File: config.mk
export PLATFORM = sky130hd
export DESIGN_NAME = biquad_cascade_iir_filter_core
export DESIGN_NICKNAME = d
export VERILOG_FILES = /design/src/rtl/bqc_pkg.sv /design/src/rtl/biquad_cascade_iir_filter_core.sv
export SDC_FILE = /design/constraint.sdc
export NUM_CORES = 2
export LEC_CHECK = 0
export BUFFER_PORTS_ARGS = -buffer_cell sky130_fd_sc_hd__buf_4
export CORE_MARGIN = 3
export CORE_UTILIZATION = 50
export CTS_CLUSTER_DIAMETER = 80
export DETAILED_ROUTE_END_ITERATION = 10
export PLACE_DENSITY = 0.69
export SYNTH_ARGS = -nofsm -noshare
export SYNTH_HDL_FRONTEND = slang
export SYNTH_SLANG_ARGS = --single-unit
export TNS_END_PERCENT = 50
File: constraint.sdc
create_clock -name clk_i -period 8.5 [get_ports clk_i]
set_input_delay 0.85 -clock clk_i [delete_from_list [all_inputs] [get_ports clk_i]]
set_output_delay 0.85 -clock clk_i [all_outputs]
set_load 0.005 [all_outputs]
File: src/rtl/bqc_pkg.sv
// ----------------------------------------------------------------------------
// bqc_pkg : shared types and constants of the biquad cascade core
// Opcodes, coefficient slots, the control word and the microprogram ROM.
// ----------------------------------------------------------------------------
package bqc_pkg;

  localparam int COEF_W        = 20;   // coefficient width
  localparam int VAL_W         = 40;   // delay and inter-section value width
  localparam int ACC_W         = 64;   // full-precision accumulator
  localparam int HALF_W        = 20;   // operand half fed to the multiplier
  localparam int PROD_W        = COEF_W + HALF_W + 1;
  localparam int DLY_FRAC      = 16;   // fraction bits of values
  localparam int SAMPLE_W      = 16;
  localparam int COEFS_PER_SEC = 5;
  localparam int PC_W          = 5;

  localparam logic [PC_W-1:0] PC_IDLE = 5'd0;
  localparam logic [PC_W-1:0] PC_SEC  = 5'd1;
  localparam logic [PC_W-1:0] PC_EMIT = 5'd16;

  localparam logic [2:0] REG_ADDR_SECTIONS = 3'd0;

  typedef enum logic [1:0] {
    OP_SAMPLE = 2'd0,
    OP_CLEAR  = 2'd1,
    OP_COEF   = 2'd2,
    OP_NONE   = 2'd3
  } opcode_e;

  typedef enum logic [2:0] {
    SLOT_B0 = 3'd0,
    SLOT_B1 = 3'd1,
    SLOT_B2 = 3'd2,
    SLOT_A1 = 3'd3,
    SLOT_A2 = 3'd4
  } slot_e;

  typedef enum logic [1:0] {
    SRC_W0 = 2'd0,
    SRC_W1 = 2'd1,
    SRC_W2 = 2'd2
  } src_e;

  typedef enum logic [1:0] {
    ACC_HOLD = 2'd0,
    ACC_CLR  = 2'd1,
    ACC_ADD  = 2'd2,
    ACC_SUB  = 2'd3
  } acc_e;

  typedef enum logic [1:0] {
    SEQ_NEXT = 2'd0,   // fall through to the next step
    SEQ_WAIT = 2'd1,   // idle, take an input beat
    SEQ_LOOP = 2'd2,   // end of section: next section or emit
    SEQ_EMIT = 2'd3    // load the output register when it is free
  } seq_e;

  typedef struct packed {
    logic  dly_rd;
    logic  coef_rd;
    slot_e coef_slot;
    logic  mul_en;
    src_e  mul_src;
    logic  mul_hi;
    acc_e  acc_op;
    logic  set_w0;
    logic  set_v;
    seq_e  seq;
  } ctrl_t;

  // Microprogram for one section. Each coefficient read is issued ahead of
  // its first use, at latest in the step before it; each product is split
  // into a low and a high half, accumulated in the step after it is formed.
  function automatic ctrl_t ucode(input logic [PC_W-1:0] pc);
    ctrl_t c;
    c           = '0;
    c.coef_slot = SLOT_B0;
    c.mul_src   = SRC_W0;
    c.acc_op    = ACC_HOLD;
    c.seq       = SEQ_NEXT;
    unique case (pc)
      PC_IDLE: c.seq = SEQ_WAIT;
      5'd1: begin
        c.dly_rd = 1'b1; c.coef_rd = 1'b1; c.coef_slot = SLOT_A1;
        c.acc_op = ACC_CLR;
      end
      5'd2: begin
        c.mul_en = 1'b1; c.mul_src = SRC_W1;
      end
      5'd3: begin
        c.mul_en = 1'b1; c.mul_src = SRC_W1; c.mul_hi = 1'b1;
        c.acc_op = ACC_SUB; c.coef_rd = 1'b1; c.coef_slot = SLOT_A2;
      end
      5'd4: begin
        c.mul_en = 1'b1; c.mul_src = SRC_W2; c.acc_op = ACC_SUB;
      end
      5'd5: begin
        c.mul_en = 1'b1; c.mul_src = SRC_W2; c.mul_hi = 1'b1;
        c.acc_op = ACC_SUB; c.coef_rd = 1'b1; c.coef_slot = SLOT_B0;
      end
      5'd6: c.acc_op = ACC_SUB;
      5'd7: begin
        c.set_w0 = 1'b1; c.acc_op = ACC_CLR;
      end
      5'd8: begin
        c.mul_en = 1'b1; c.mul_src = SRC_W0;
      end
      5'd9: begin
        c.mul_en = 1'b1; c.mul_src = SRC_W0; c.mul_hi = 1'b1;
        c.acc_op = ACC_ADD; c.coef_rd = 1'b1; c.coef_slot = SLOT_B1;
      end
      5'd10: begin
        c.mul_en = 1'b1; c.mul_src = SRC_W1; c.acc_op = ACC_ADD;
      end
      5'd11: begin
        c.mul_en = 1'b1; c.mul_src = SRC_W1; c.mul_hi = 1'b1;
        c.acc_op = ACC_ADD; c.coef_rd = 1'b1; c.coef_slot = SLOT_B2;
      end
      5'd12: begin
        c.mul_en = 1'b1; c.mul_src = SRC_W2; c.acc_op = ACC_ADD;
      end
      5'd13: begin
        c.mul_en = 1'b1; c.mul_src = SRC_W2; c.mul_hi = 1'b1;
        c.acc_op = ACC_ADD;
      end
      5'd14: c.acc_op = ACC_ADD;
      5'd15: begin
        c.set_v = 1'b1; c.seq = SEQ_LOOP;
      end
      PC_EMIT: c.seq = SEQ_EMIT;
      default: c.seq = SEQ_WAIT;
    endcase
    return c;
  endfunction

  // Clamp a wide signed value to the 40-bit value range.
  function automatic logic signed [VAL_W-1:0] sat_val(input logic signed [ACC_W-1:0] x);
    logic top_ones;
    logic top_zeros;
    top_ones  = &x[ACC_W-1:VAL_W-1];
    top_zeros = ~(|x[ACC_W-1:VAL_W-1]);
    if (top_ones || top_zeros) begin
      return x[VAL_W-1:0];
    end else if (x[ACC_W-1]) begin
      return {1'b1, {(VAL_W-1){1'b0}}};
    end else begin
      return {1'b0, {(VAL_W-1){1'b1}}};
    end
  endfunction

endpackage

File: src/rtl/biquad_cascade_iir_filter_core.sv
// ----------------------------------------------------------------------------
// biquad_cascade_iir_filter_core : cascaded direct form II biquad filter
// Microcoded sequencer driving one shared 20x21 multiplier and accumulator.
// ----------------------------------------------------------------------------
// Usage
//   Input beats arrive on s_axis; tuser carries the opcode: plain sample,
//   sample after clearing all section delays, or coefficient write. A
//   coefficient write is absorbed in the accept cycle and returns nothing;
//   opcode 3 is dropped. Each sample gives one beat on m_axis.
//   The APB port holds sections_in_use at address 0 (0 acts as 1, values
//   above MAX_SECTIONS act as MAX_SECTIONS); write it only while idle.
// Sequencing
//   A sample runs through the microprogram once per active section, at
//   most one multiplier half-product per step, after an accept step and
//   before an emit step; the next sample is taken only after the result
//   has been loaded into the output register.
// Reset
//   sections_in_use returns to 1 and every delay reads as zero through
//   per-section valid bits. Coefficients hold nothing until written.
// Stall
//   The result sits in an output register; while it waits the core keeps
//   running the next sample and only holds in its emit step.
// ----------------------------------------------------------------------------
module biquad_cascade_iir_filter_core
  import bqc_pkg::*;
#(
  parameter int MAX_SECTIONS   = 8,
  parameter int COEF_FRAC_BITS = 16
) (
  input  logic        clk_i,
  input  logic        rst_ni,
  // input stream
  input  logic        s_axis_tvalid,
  output logic        s_axis_tready,
  // [15:0] sample_in, [18:16] coef_section, [21:19] coef_slot,
  // [41:22] coef_value, [47:42] zero
  input  logic [47:0] s_axis_tdata,
  // [1:0] opcode
  input  logic [1:0]  s_axis_tuser,
  // output stream
  output logic        m_axis_tvalid,
  input  logic        m_axis_tready,
  // [15:0] sample_out
  output logic [15:0] m_axis_tdata,
  // configuration
  input  logic        psel,
  input  logic        penable,
  input  logic        pwrite,
  input  logic [2:0]  paddr,
  input  logic [31:0] pwdata,
  output logic [31:0] prdata,
  output logic        pready
);

  localparam int SEC_W   = (MAX_SECTIONS > 1) ? $clog2(MAX_SECTIONS) : 1;
  localparam int CDEPTH  = MAX_SECTIONS * COEFS_PER_SEC;
  localparam int CA_W    = $clog2(CDEPTH);
  localparam int ROW_W   = 2 * VAL_W;

  // ---- input fields
  opcode_e                   in_op;
  logic signed [SAMPLE_W-1:0] in_sample;
  logic [2:0]                in_csec;
  logic [2:0]                in_cslot;
  logic signed [COEF_W-1:0]  in_cval;

  assign in_op     = opcode_e'(s_axis_tuser);
  assign in_sample = s_axis_tdata[15:0];
  assign in_csec   = s_axis_tdata[18:16];
  assign in_cslot  = s_axis_tdata[21:19];
  assign in_cval   = s_axis_tdata[41:22];

  // ---- control state
  logic [PC_W-1:0]         pc_q, pc_d;
  logic [SEC_W-1:0]        sec_q, sec_d;
  logic [SEC_W-1:0]        last_q, last_d;
  logic [3:0]              sections_q, sections_d;
  logic [MAX_SECTIONS-1:0] dvalid_q, dvalid_d;
  logic                    rd_valid_q;
  logic                    out_valid_q, out_valid_d;
  logic [SAMPLE_W-1:0]     out_data_q;

  // ---- datapath registers
  logic signed [VAL_W-1:0]  v_q;
  logic signed [VAL_W-1:0]  w0_q;
  logic signed [ACC_W-1:0]  acc_q;
  logic signed [PROD_W-1:0] prod_q;
  logic                     prod_hi_q;
  logic signed [COEF_W-1:0] cdat_q;
  logic [ROW_W-1:0]         drow_q;

  logic [ROW_W-1:0]         dly_mem [MAX_SECTIONS];
  logic signed [COEF_W-1:0] coef_mem [CDEPTH];

  ctrl_t ctrl;
  assign ctrl = ucode(pc_q);

  logic in_fire, is_sample, coef_ok, cfg_wr, emit_go;
  assign s_axis_tready = (ctrl.seq == SEQ_WAIT);
  assign in_fire       = s_axis_tvalid && s_axis_tready;
  assign is_sample     = (in_op == OP_SAMPLE) || (in_op == OP_CLEAR);
  assign coef_ok       = (32'(in_cslot) < COEFS_PER_SEC) && (32'(in_csec) < MAX_SECTIONS);
  assign cfg_wr        = psel && penable && pwrite && pready && (paddr == REG_ADDR_SECTIONS);
  assign emit_go       = (ctrl.seq == SEQ_EMIT) && (!out_valid_q || m_axis_tready);

  assign pready = 1'b1;
  assign prdata = (paddr == REG_ADDR_SECTIONS) ? {28'd0, sections_q} : 32'd0;

  assign m_axis_tvalid = out_valid_q;
  assign m_axis_tdata  = out_data_q;

  // ---- clamp the section count to 1..MAX_SECTIONS
  logic [5:0] n_sec;
  always_comb begin
    if (sections_q == 4'd0) begin
      n_sec = 6'd1;
    end else if (32'(sections_q) > MAX_SECTIONS) begin
      n_sec = 6'(MAX_SECTIONS);
    end else begin
      n_sec = {2'b00, sections_q};
    end
  end

  // ---- delays of the current section; an invalid row reads as zero
  logic signed [VAL_W-1:0] w1, w2;
  assign w1 = rd_valid_q ? drow_q[VAL_W-1:0]     : '0;
  assign w2 = rd_valid_q ? drow_q[ROW_W-1:VAL_W] : '0;

  // ---- multiplier operand: low half unsigned, high half signed
  logic signed [VAL_W-1:0]    mul_op;
  logic signed [HALF_W:0]     mul_b;
  logic signed [PROD_W-1:0]   mul_res;
  always_comb begin
    unique case (ctrl.mul_src)
      SRC_W0:  mul_op = w0_q;
      SRC_W1:  mul_op = w1;
      SRC_W2:  mul_op = w2;
      default: mul_op = '0;
    endcase
    mul_b   = ctrl.mul_hi ? {mul_op[VAL_W-1], mul_op[VAL_W-1:HALF_W]}
                          : {1'b0, mul_op[HALF_W-1:0]};
    mul_res = cdat_q * mul_b;
  end

  // ---- accumulator term, high-half products weighted by 2^20
  logic signed [ACC_W-1:0] acc_term, acc_sh;
  assign acc_term = prod_hi_q
                  ? {{(ACC_W-PROD_W-HALF_W){prod_q[PROD_W-1]}}, prod_q, {HALF_W{1'b0}}}
                  : {{(ACC_W-PROD_W){prod_q[PROD_W-1]}}, prod_q};
  assign acc_sh   = acc_q >>> COEF_FRAC_BITS;

  logic signed [ACC_W-1:0] fb_sum;
  assign fb_sum = acc_sh + ACC_W'(v_q);

  // ---- result: drop fraction toward zero, saturate to 16 bits
  logic signed [VAL_W:0]               v_round;
  logic signed [VAL_W-DLY_FRAC:0]      v_int;
  logic [SAMPLE_W-1:0]                 sample_res;
  always_comb begin
    v_round = (VAL_W+1)'(v_q) + (v_q[VAL_W-1] ? (VAL_W+1)'(17'h0FFFF) : '0);
    v_int   = v_round[VAL_W:DLY_FRAC];
    if ((&v_int[VAL_W-DLY_FRAC:SAMPLE_W-1]) || !(|v_int[VAL_W-DLY_FRAC:SAMPLE_W-1])) begin
      sample_res = v_int[SAMPLE_W-1:0];
    end else if (v_int[VAL_W-DLY_FRAC]) begin
      sample_res = {1'b1, {(SAMPLE_W-1){1'b0}}};
    end else begin
      sample_res = {1'b0, {(SAMPLE_W-1){1'b1}}};
    end
  end

  // ---- coefficient addresses
  logic [CA_W-1:0] caddr_wr, caddr_rd;
  assign caddr_wr = CA_W'(32'(in_csec) * COEFS_PER_SEC + 32'(in_cslot));
  assign caddr_rd = CA_W'(32'(sec_q) * COEFS_PER_SEC + 32'(ctrl.coef_slot));

  // ---- sequencer next state
  always_comb begin
    pc_d        = pc_q;
    sec_d       = sec_q;
    last_d      = last_q;
    sections_d  = cfg_wr ? pwdata[3:0] : sections_q;
    dvalid_d    = dvalid_q;
    out_valid_d = out_valid_q;
    if (out_valid_q && m_axis_tready) begin
      out_valid_d = 1'b0;
    end
    unique case (ctrl.seq)
      SEQ_WAIT: begin
        if (in_fire && is_sample) begin
          pc_d   = PC_SEC;
          sec_d  = '0;
          last_d = SEC_W'(n_sec - 6'd1);
          if (in_op == OP_CLEAR) begin
            dvalid_d = '0;
          end
        end
      end
      SEQ_NEXT: pc_d = pc_q + 5'd1;
      SEQ_LOOP: begin
        dvalid_d[sec_q] = 1'b1;
        if (sec_q == last_q) begin
          pc_d = PC_EMIT;
        end else begin
          pc_d  = PC_SEC;
          sec_d = sec_q + 1'b1;
        end
      end
      SEQ_EMIT: begin
        if (emit_go) begin
          pc_d        = PC_IDLE;
          out_valid_d = 1'b1;
        end
      end
      default: pc_d = PC_IDLE;
    endcase
  end

  always_ff @(posedge clk_i or negedge rst_ni) begin
    if (!rst_ni) begin
      pc_q        <= PC_IDLE;
      sec_q       <= '0;
      last_q      <= '0;
      sections_q  <= 4'd1;
      dvalid_q    <= '0;
      rd_valid_q  <= 1'b0;
      out_valid_q <= 1'b0;
    end else begin
      pc_q        <= pc_d;
      sec_q       <= sec_d;
      last_q      <= last_d;
      sections_q  <= sections_d;
      dvalid_q    <= dvalid_d;
      out_valid_q <= out_valid_d;
      if (ctrl.dly_rd) begin
        rd_valid_q <= dvalid_q[sec_q];
      end
    end
  end

  // ---- datapath registers
  always_ff @(posedge clk_i) begin
    if (in_fire && is_sample) begin
      v_q <= {{(VAL_W-SAMPLE_W-DLY_FRAC){in_sample[SAMPLE_W-1]}}, in_sample,
              {DLY_FRAC{1'b0}}};
    end else if (ctrl.set_v) begin
      v_q <= sat_val(acc_sh);
    end
    if (ctrl.set_w0) begin
      w0_q <= sat_val(fb_sum);
    end
    if (ctrl.mul_en) begin
      prod_q    <= mul_res;
      prod_hi_q <= ctrl.mul_hi;
    end
    unique case (ctrl.acc_op)
      ACC_CLR:  acc_q <= '0;
      ACC_ADD:  acc_q <= acc_q + acc_term;
      ACC_SUB:  acc_q <= acc_q - acc_term;
      default:  acc_q <= acc_q;
    endcase
    if (emit_go) begin
      out_data_q <= sample_res;
    end
  end

  // ---- delay memory: one row per section, {w2, w1}
  always_ff @(posedge clk_i) begin
    if (ctrl.set_v) begin
      dly_mem[sec_q] <= {w1, w0_q};
    end
    if (ctrl.dly_rd) begin
      drow_q <= dly_mem[sec_q];
    end
  end

  // ---- coefficient memory
  always_ff @(posedge clk_i) begin
    if (in_fire && (in_op == OP_COEF) && coef_ok) begin
      coef_mem[caddr_wr] <= in_cval;
    end
    if (ctrl.coef_rd) begin
      cdat_q <= coef_mem[caddr_rd];
    end
  end

endmodule

## Word-level counts from Yosys, hierarchy flattened

Memories as Yosys holds them, arrays and structs flattened. A register that Yosys moved wholly into a read port is not among the register bits.
Index checks and enable logic that the tools add are counted.

| storage, ports and cells | value |
|---|---|
| input bits | 92 |
| output and inout port bits | 51 |
| bits in writable memories | 1440 |
| word-level logic and storage cells | 156 |
| memories | 2 |
| register bits after elaboration | 227 |

Memory list:

| name | depth | width | rd ports | clocked after memory_dff | write ports | RTL line | text |
|---|---|---|---|---|---|---|---|
| coef_mem | 40 | 20 | 1 | 1 | 1 | biquad_cascade_iir_filter_core.sv:93 | `logic signed [COEF_W-1:0] coef_mem [CDEPTH];` |
| dly_mem | 8 | 80 | 1 | 1 | 1 | biquad_cascade_iir_filter_core.sv:92 | `logic [ROW_W-1:0] dly_mem [MAX_SECTIONS];` |

| operators by class | value |
|---|---|
| multipliers | 3 |
| add/sub/neg operators | 9 |
| multiplexer cells | 47 |
| equal/unequal tests | 31 |
| order comparisons | 4 |
| bitwise logic cells | 3 |
| reduce and logical (&&, ||, !) cells | 43 |

Operators with widths:

| operator | number |
|---|---|
| $mux W40 | 8 |
| $pmux W64 S3 | 1 |
| $pmux W40 S3 | 1 |
| $add A64 B61 Y64 | 1 |
| $sub A64 B61 Y64 | 1 |
| $mux W60 | 1 |
| $add A48 B40 Y49 | 1 |
| $mux W16 | 3 |
| $add A40 B17 Y41 | 1 |
| $mul A20 B21 Y41 | 1 |
| $eq A5 B4 Y1 const B | 8 |
| $reduce_and A25 Y1 | 1 |
| $reduce_or A25 Y1 | 1 |
| $mux W21 | 1 |
| $eq A5 B3 Y1 const B | 4 |
| $pmux W4 S5 | 1 |
| $pmux W5 S4 | 1 |
| $mux W8 | 2 |
| $pmux W8 S2 | 1 |
| $mux W5 | 3 |
| $reduce_or A14 Y1 | 1 |
| $mux W1 | 13 |
| $add A6 B3 Y6 | 2 |
| $eq A2 B2 Y1 const B | 6 |
| 42 further kinds | 76 |

## Depth between registers and ports, before layout

| depth | value |
|---|---|
| word-level depth | 9 |
| depth in mapped cells | 39 |
| depth with buffers taken out | 37 |

## Worst setup path after synthesis

OpenSTA, ideal clock, no wires.

| path | value |
|---|---|
| path type | reg-to-reg |
| from | register pc_q[1] |
| to | register prod_q[39] (data pin) |
| path slack | -0.489 ns |
| library setup time | 0.258 ns |
| cell stages (with the launch flop) | 38 |
| buffers on the path | 3 |
| arrival time | 8.732 ns |
| data required time | 8.242 ns |
| cells stage by stage | dfrtp_1 inv_1 ha_1 o21ai_0 nand2_1 nand2_1 inv_2 buf_1 clkbuf_1 mux2i_1 o21bai_1 clkbuf_1 nand2_1 fa_1 inv_1 fa_1 inv_1 fa_1 (+2 left out) inv_1 fa_1 inv_1 fa_1 inv_1 fa_1 inv_1 ha_1 nand4_1 or3_1 o22ai_1 a41oi_1 o311ai_0 nand2_1 o31a_1 o2111ai_1 a21oi_1 xnor2_1 |

RTL lines:

| element | RTL line | text |
|---|---|---|
| start, declared | biquad_cascade_iir_filter_core.sv:74 | `logic [PC_W-1:0] pc_q, pc_d;` |
| start signal, assigned | biquad_cascade_iir_filter_core.sv:228 | `pc_q <= pc_d;` |
| end signal, assigned | biquad_cascade_iir_filter_core.sv:252 | `prod_q <= mul_res;` |
| end, declared | biquad_cascade_iir_filter_core.sv:87 | `logic signed [PROD_W-1:0] prod_q;` |

## Worst setup path after layout

| path | value |
|---|---|
| from | register pc_q[1] |
| to | register prod_q[39] (data pin) |

| between the ends | value |
|---|---|
| cells in the longest elaborated chain, start to end | 7 |
| elaborated cells between the ends (all ways) | 22 |
| classes of those cells | 1 x mul; 12 x eq/ne; 4 x mux; 5 x reduce/logical |

RTL lines:

| element | RTL line | text |
|---|---|---|
| $eq A5 B4 Y1, or another cell as far along | bqc_pkg.sv:81 | `unique case (pc)` |
| $reduce_or A4 Y1 (no line) / $reduce_or A2 Y1 (equally long branches) | - |  |
| $pmux W3 S3 | bqc_pkg.sv:81 |  |
| $eq A2 B2 Y1, or another cell as far along | biquad_cascade_iir_filter_core.sv:134 | `unique case (ctrl.mul_src)` |
| $pmux W40 S3 | biquad_cascade_iir_filter_core.sv:134 |  |
| $mux W21 (*) | biquad_cascade_iir_filter_core.sv:140 | `mul_b = ctrl.mul_hi ? {mul_op[VAL_W-1], mul_op[VAL_W-1:HALF_W]}` |
| $mul A20 B21 Y41 (*) | biquad_cascade_iir_filter_core.sv:142 | `mul_res = cdat_q * mul_b;` |
| named net mul_res[39] | biquad_cascade_iir_filter_core.sv:132 | `logic signed [PROD_W-1:0] mul_res;` |

Mark *: on every way through the listed nets, which the timed path passes. The rest lies on a longest branch.
A chain may end at the register's enable or synchronous reset.

==> flow_metrics.env <==
export IMPL_dr_wl_met3_mm=18.7
export IMPL_die_h_um=434
export IMPL_status="finished with violations"
export IMPL_async_reset_ff_share_pct=1.41
export IMPL_clockRootBuffer="clkbuf_16"
export IMPL_drt_pre_antenna_iters=6
export IMPL_slowest_delay_ns=0.56
export IMPL_max_slew_margin_rel_pct=20.6
export IMPL_die_w_um=434
export IMPL_pin_count=143
export IMPL_grt_pass1_vias=56698
export IMPL_drive_gt1_share_pct=17.2
export IMPL_violations="setup timing"
export IMPL_drtIter0Drc=5503
export IMPL_gp_congestion=0.945
export IMPL_avgSynthCellArea_um2=14.0
export IMPL_grt_total_usage_pct=25.2
export IMPL_initial_core_util_pct=50.5
export IMPL_wl_mm=238
export IMPL_final_nets=7652
export IMPL_numCtsBuffers=176
export IMPL_gr_total_overflow=0
export IMPL_cts_max_path_buffers=3
export IMPL_synth_seq_cells=1767
export IMPL_cts_sinks=1767
export IMPL_period_share_pct=100
export IMPL_hold_path_class="in2reg"
export IMPL_drc=0
export IMPL_utilization_pct=57.3
export IMPL_crit_arrival_ns=9.06
export IMPL_yosysTopAreaCellShare_pct=56.5
export IMPL_grt_start_max_net_pins=103
export IMPL_crit_top_cell="fa_1"
export IMPL_layout_commonest_cell="edfxtp_1"
export IMPL_path_class="reg2reg"
export IMPL_highest_layer="met4"
export IMPL_worstPathRequired_ns=9.04
export IMPL_placementRows=156
export IMPL_rsz0062_at_grt="true"
export IMPL_antenna_found_initial=7
export IMPL_syn_area_um2=91700
export IMPL_maxCapViolCount=0
export IMPL_via_per_inst=6.01
export IMPL_tightest_slew_ns=1.19
export IMPL_synthDistinctLibCells=91
export IMPL_portBuffers=79
export IMPL_yosys_warnings=0
export IMPL_route_antenna_remaining_nets=0
export IMPL_fin_ws_ns=-0.0220
export IMPL_finalSetupViolations=3
export IMPL_synthCells=6544
export IMPL_place_hpwl_mm=153
export IMPL_finalHoldViolations=0
export IMPL_via_count=56306
export IMPL_die_area_um2=189000
export IMPL_cts_max_level=4
export IMPL_cts_clk_slew_worst_paths_ns=0.06
export IMPL_grt_pass1_wl_mm=356
export IMPL_finalMaxSlewViolations=0
export IMPL_synth_area_leaders="edfxtp_1, fa_1, mux4_2"
export IMPL_crit_fanout=7
export IMPL_mostFrequentLayoutCells="edfxtp_1, inv_1, nand2_1"
export IMPL_endpoint_kind="register"
export IMPL_core_area_um2=182000
export IMPL_cp_start_kind="register"
export IMPL_crit_slowest_cell="fa_1"
export IMPL_fill_cells=14126
export IMPL_syn_to_final_growth_pct=13.5
export IMPL_cts_tree="built"
export IMPL_fmaxAchievable_mhz=117
export IMPL_yosys_area_top_type="edfxtp_1"
export IMPL_wl_met2_mm=113
export IMPL_wl_per_cell_um=25.4
export IMPL_fin_crit_ns=8.52
export IMPL_yosysSeqAreaShare_pct=57.6
export IMPL_ys_flop_type="edfxtp_1"
export IMPL_met1_length_mm=98.4
export IMPL_worstSkewPairLatency_ns=0.82
export IMPL_finClkSkew_ns=0.0536
export IMPL_synth_edf_count=1726
## registers in the layout, indices dropped and copies added (netlist names)
register       cells
coef_mem         800
dly_mem          640
drow_q            80
acc_q             64
prod_q            41
v_q               40
w0_q              40
cdat_q            20
m_axis_tdata      16
dvalid_q           8
pc_q               5
sections_q         4
last_q             3
sec_q              3
m_axis_tvalid      1
prod_hi_q          1
rd_valid_q         1
## final cells by class
cell class / count / area (um2) / share of cell area (%)
sequential: 1767 / 52800 / 50.7
clock inverter: 110 / 1190 / 1.14
multi-input combinational: 3882 / 36400 / 35.0
timing repair buffer: 454 / 3880 / 3.73
antenna: 5 / 12.5 / 0.0120
clock buffer: 211 / 4580 / 4.40
inverter: 576 / 2170 / 2.09
tap: 2370 / 2970 / 2.85
## repair_timing
| item | CTS | global route |
|---|---|---|
| pin swaps | 34 | 117 |
| setup endpoints to repair | 9 | 19 |
| gates cloned | 0 | 2 |
| gates resized for setup | 44 | 146 |
| setup buffers | 11 | 38 |
| hold buffers | 1 | 0 |
| hold endpoints to repair | 24 | 0 |
## cells in the mapped netlist (all sizes together) (7+ instances only)
| library cell | count |
|---|---|
| dfxtp | 16 |
| a41oi | 8 |
| xnor2 | 140 |
| nand3 | 59 |
| o2111ai | 8 |
| o211ai | 18 |
| mux4 | 240 |
| a21boi | 7 |
| a221o | 8 |
| dfrtp | 24 |
| inv | 575 |
| edfxtp | 1726 |
| and3 | 34 |
| nand4 | 111 |
| nand2b | 45 |
| xor2 | 62 |
| a31oi | 18 |
| a21o | 138 |
| nor3 | 65 |
| clkbuf | 278 |
| and2 | 264 |
| mux2 | 31 |
| o31ai | 22 |
| nand2 | 448 |
| or3 | 17 |
| ha | 261 |
| nor2 | 305 |
| nor2b | 43 |
| o21ai | 188 |
| o21a | 28 |
| a21oi | 228 |
| nor4 | 7 |
| mux2i | 86 |
| a22oi | 323 |
| o21bai | 46 |
| a211oi | 25 |
| o22ai | 21 |
| a31o | 7 |
| or2 | 11 |
| buf | 68 |
| fa | 442 |
## metal layers
metal  GRT usage, %  vias to the layer above
li1               -                    24636
met1           35.7                    28909
met2           40.3                     2378
met3           4.15                      383
met4           7.87                        0
met5              0                        -
## worst max-delay path: cells and delay by family (launching register included)
kind | cells | cell delay, ns
buffers and inverters | 9 | 0.81
xor gates and xnor gates | 1 | 0.12
AOI/OAI and AO/OA | 8 | 1.81
adders and majority gates | 9 | 4.00
and+or+nand+nor | 8 | 1.09
DFF | 1 | 0.41
## cells by family after synthesis
kind of cell | share of synthesized area [%]
DFF | 57.6
and+or+nand+nor | 7.68
adders and majority gates | 13.2
AOI/OAI and AO/OA | 8.44
xor gates and xnor gates | 1.93
buffers and inverters | 3.94
muxes | 7.22
other | 0.00819
## path summary, 6_finish.rpt
path                                           start                         to  slack [ns]  cells past startpoint
worst max-delay path             pc_q[1]$_DFFE_PN0P_       prod_q[39]$_DFFE_PP_       -0.02                     35
worst min-delay path                       pwdata[1]  sections_q[1]$_DFFE_PN0P_        0.28                      2
worst max register to register   pc_q[1]$_DFFE_PN0P_       prod_q[39]$_DFFE_PP_       -0.02                     35
worst min register to register  v_q[11]$_SDFFE_PP0P_       v_q[11]$_SDFFE_PP0P_        0.49                      2
max in group asynchronous                     rst_ni  sections_q[0]$_DFFE_PN1P_        7.66                      2
min in group asynchronous                     rst_ni        pc_q[3]$_DFFE_PN0P_        0.52                      2
## stage by stage
| stage | setup WS, ns | TNS (ns) | std cells | area (um2) | hold WS (ns) |
|---|---|---|---|---|---|
| after global placement | -0.398 | -1.70 | 9005 | 97000 | 0.472 |
| after floorplan | -0.00288 | -0.00288 | 6571 | 91800 | 0.454 |
| final | -0.0220 | -0.0430 | 9375 | 104000 | 0.277 |
| after global routing | -0.324 | -1.53 | 9372 | 104000 | 0.250 |
| after detailed placement | -0.411 | -1.89 | 9005 | 97000 | 0.480 |
| after CTS | -0.00677 | -0.00677 | 9337 | 103000 | 0.213 |
Power is left out: the tool's default activity adds up to more than one toggle a clock period on the data nets, which glitch-free logic cannot reach.
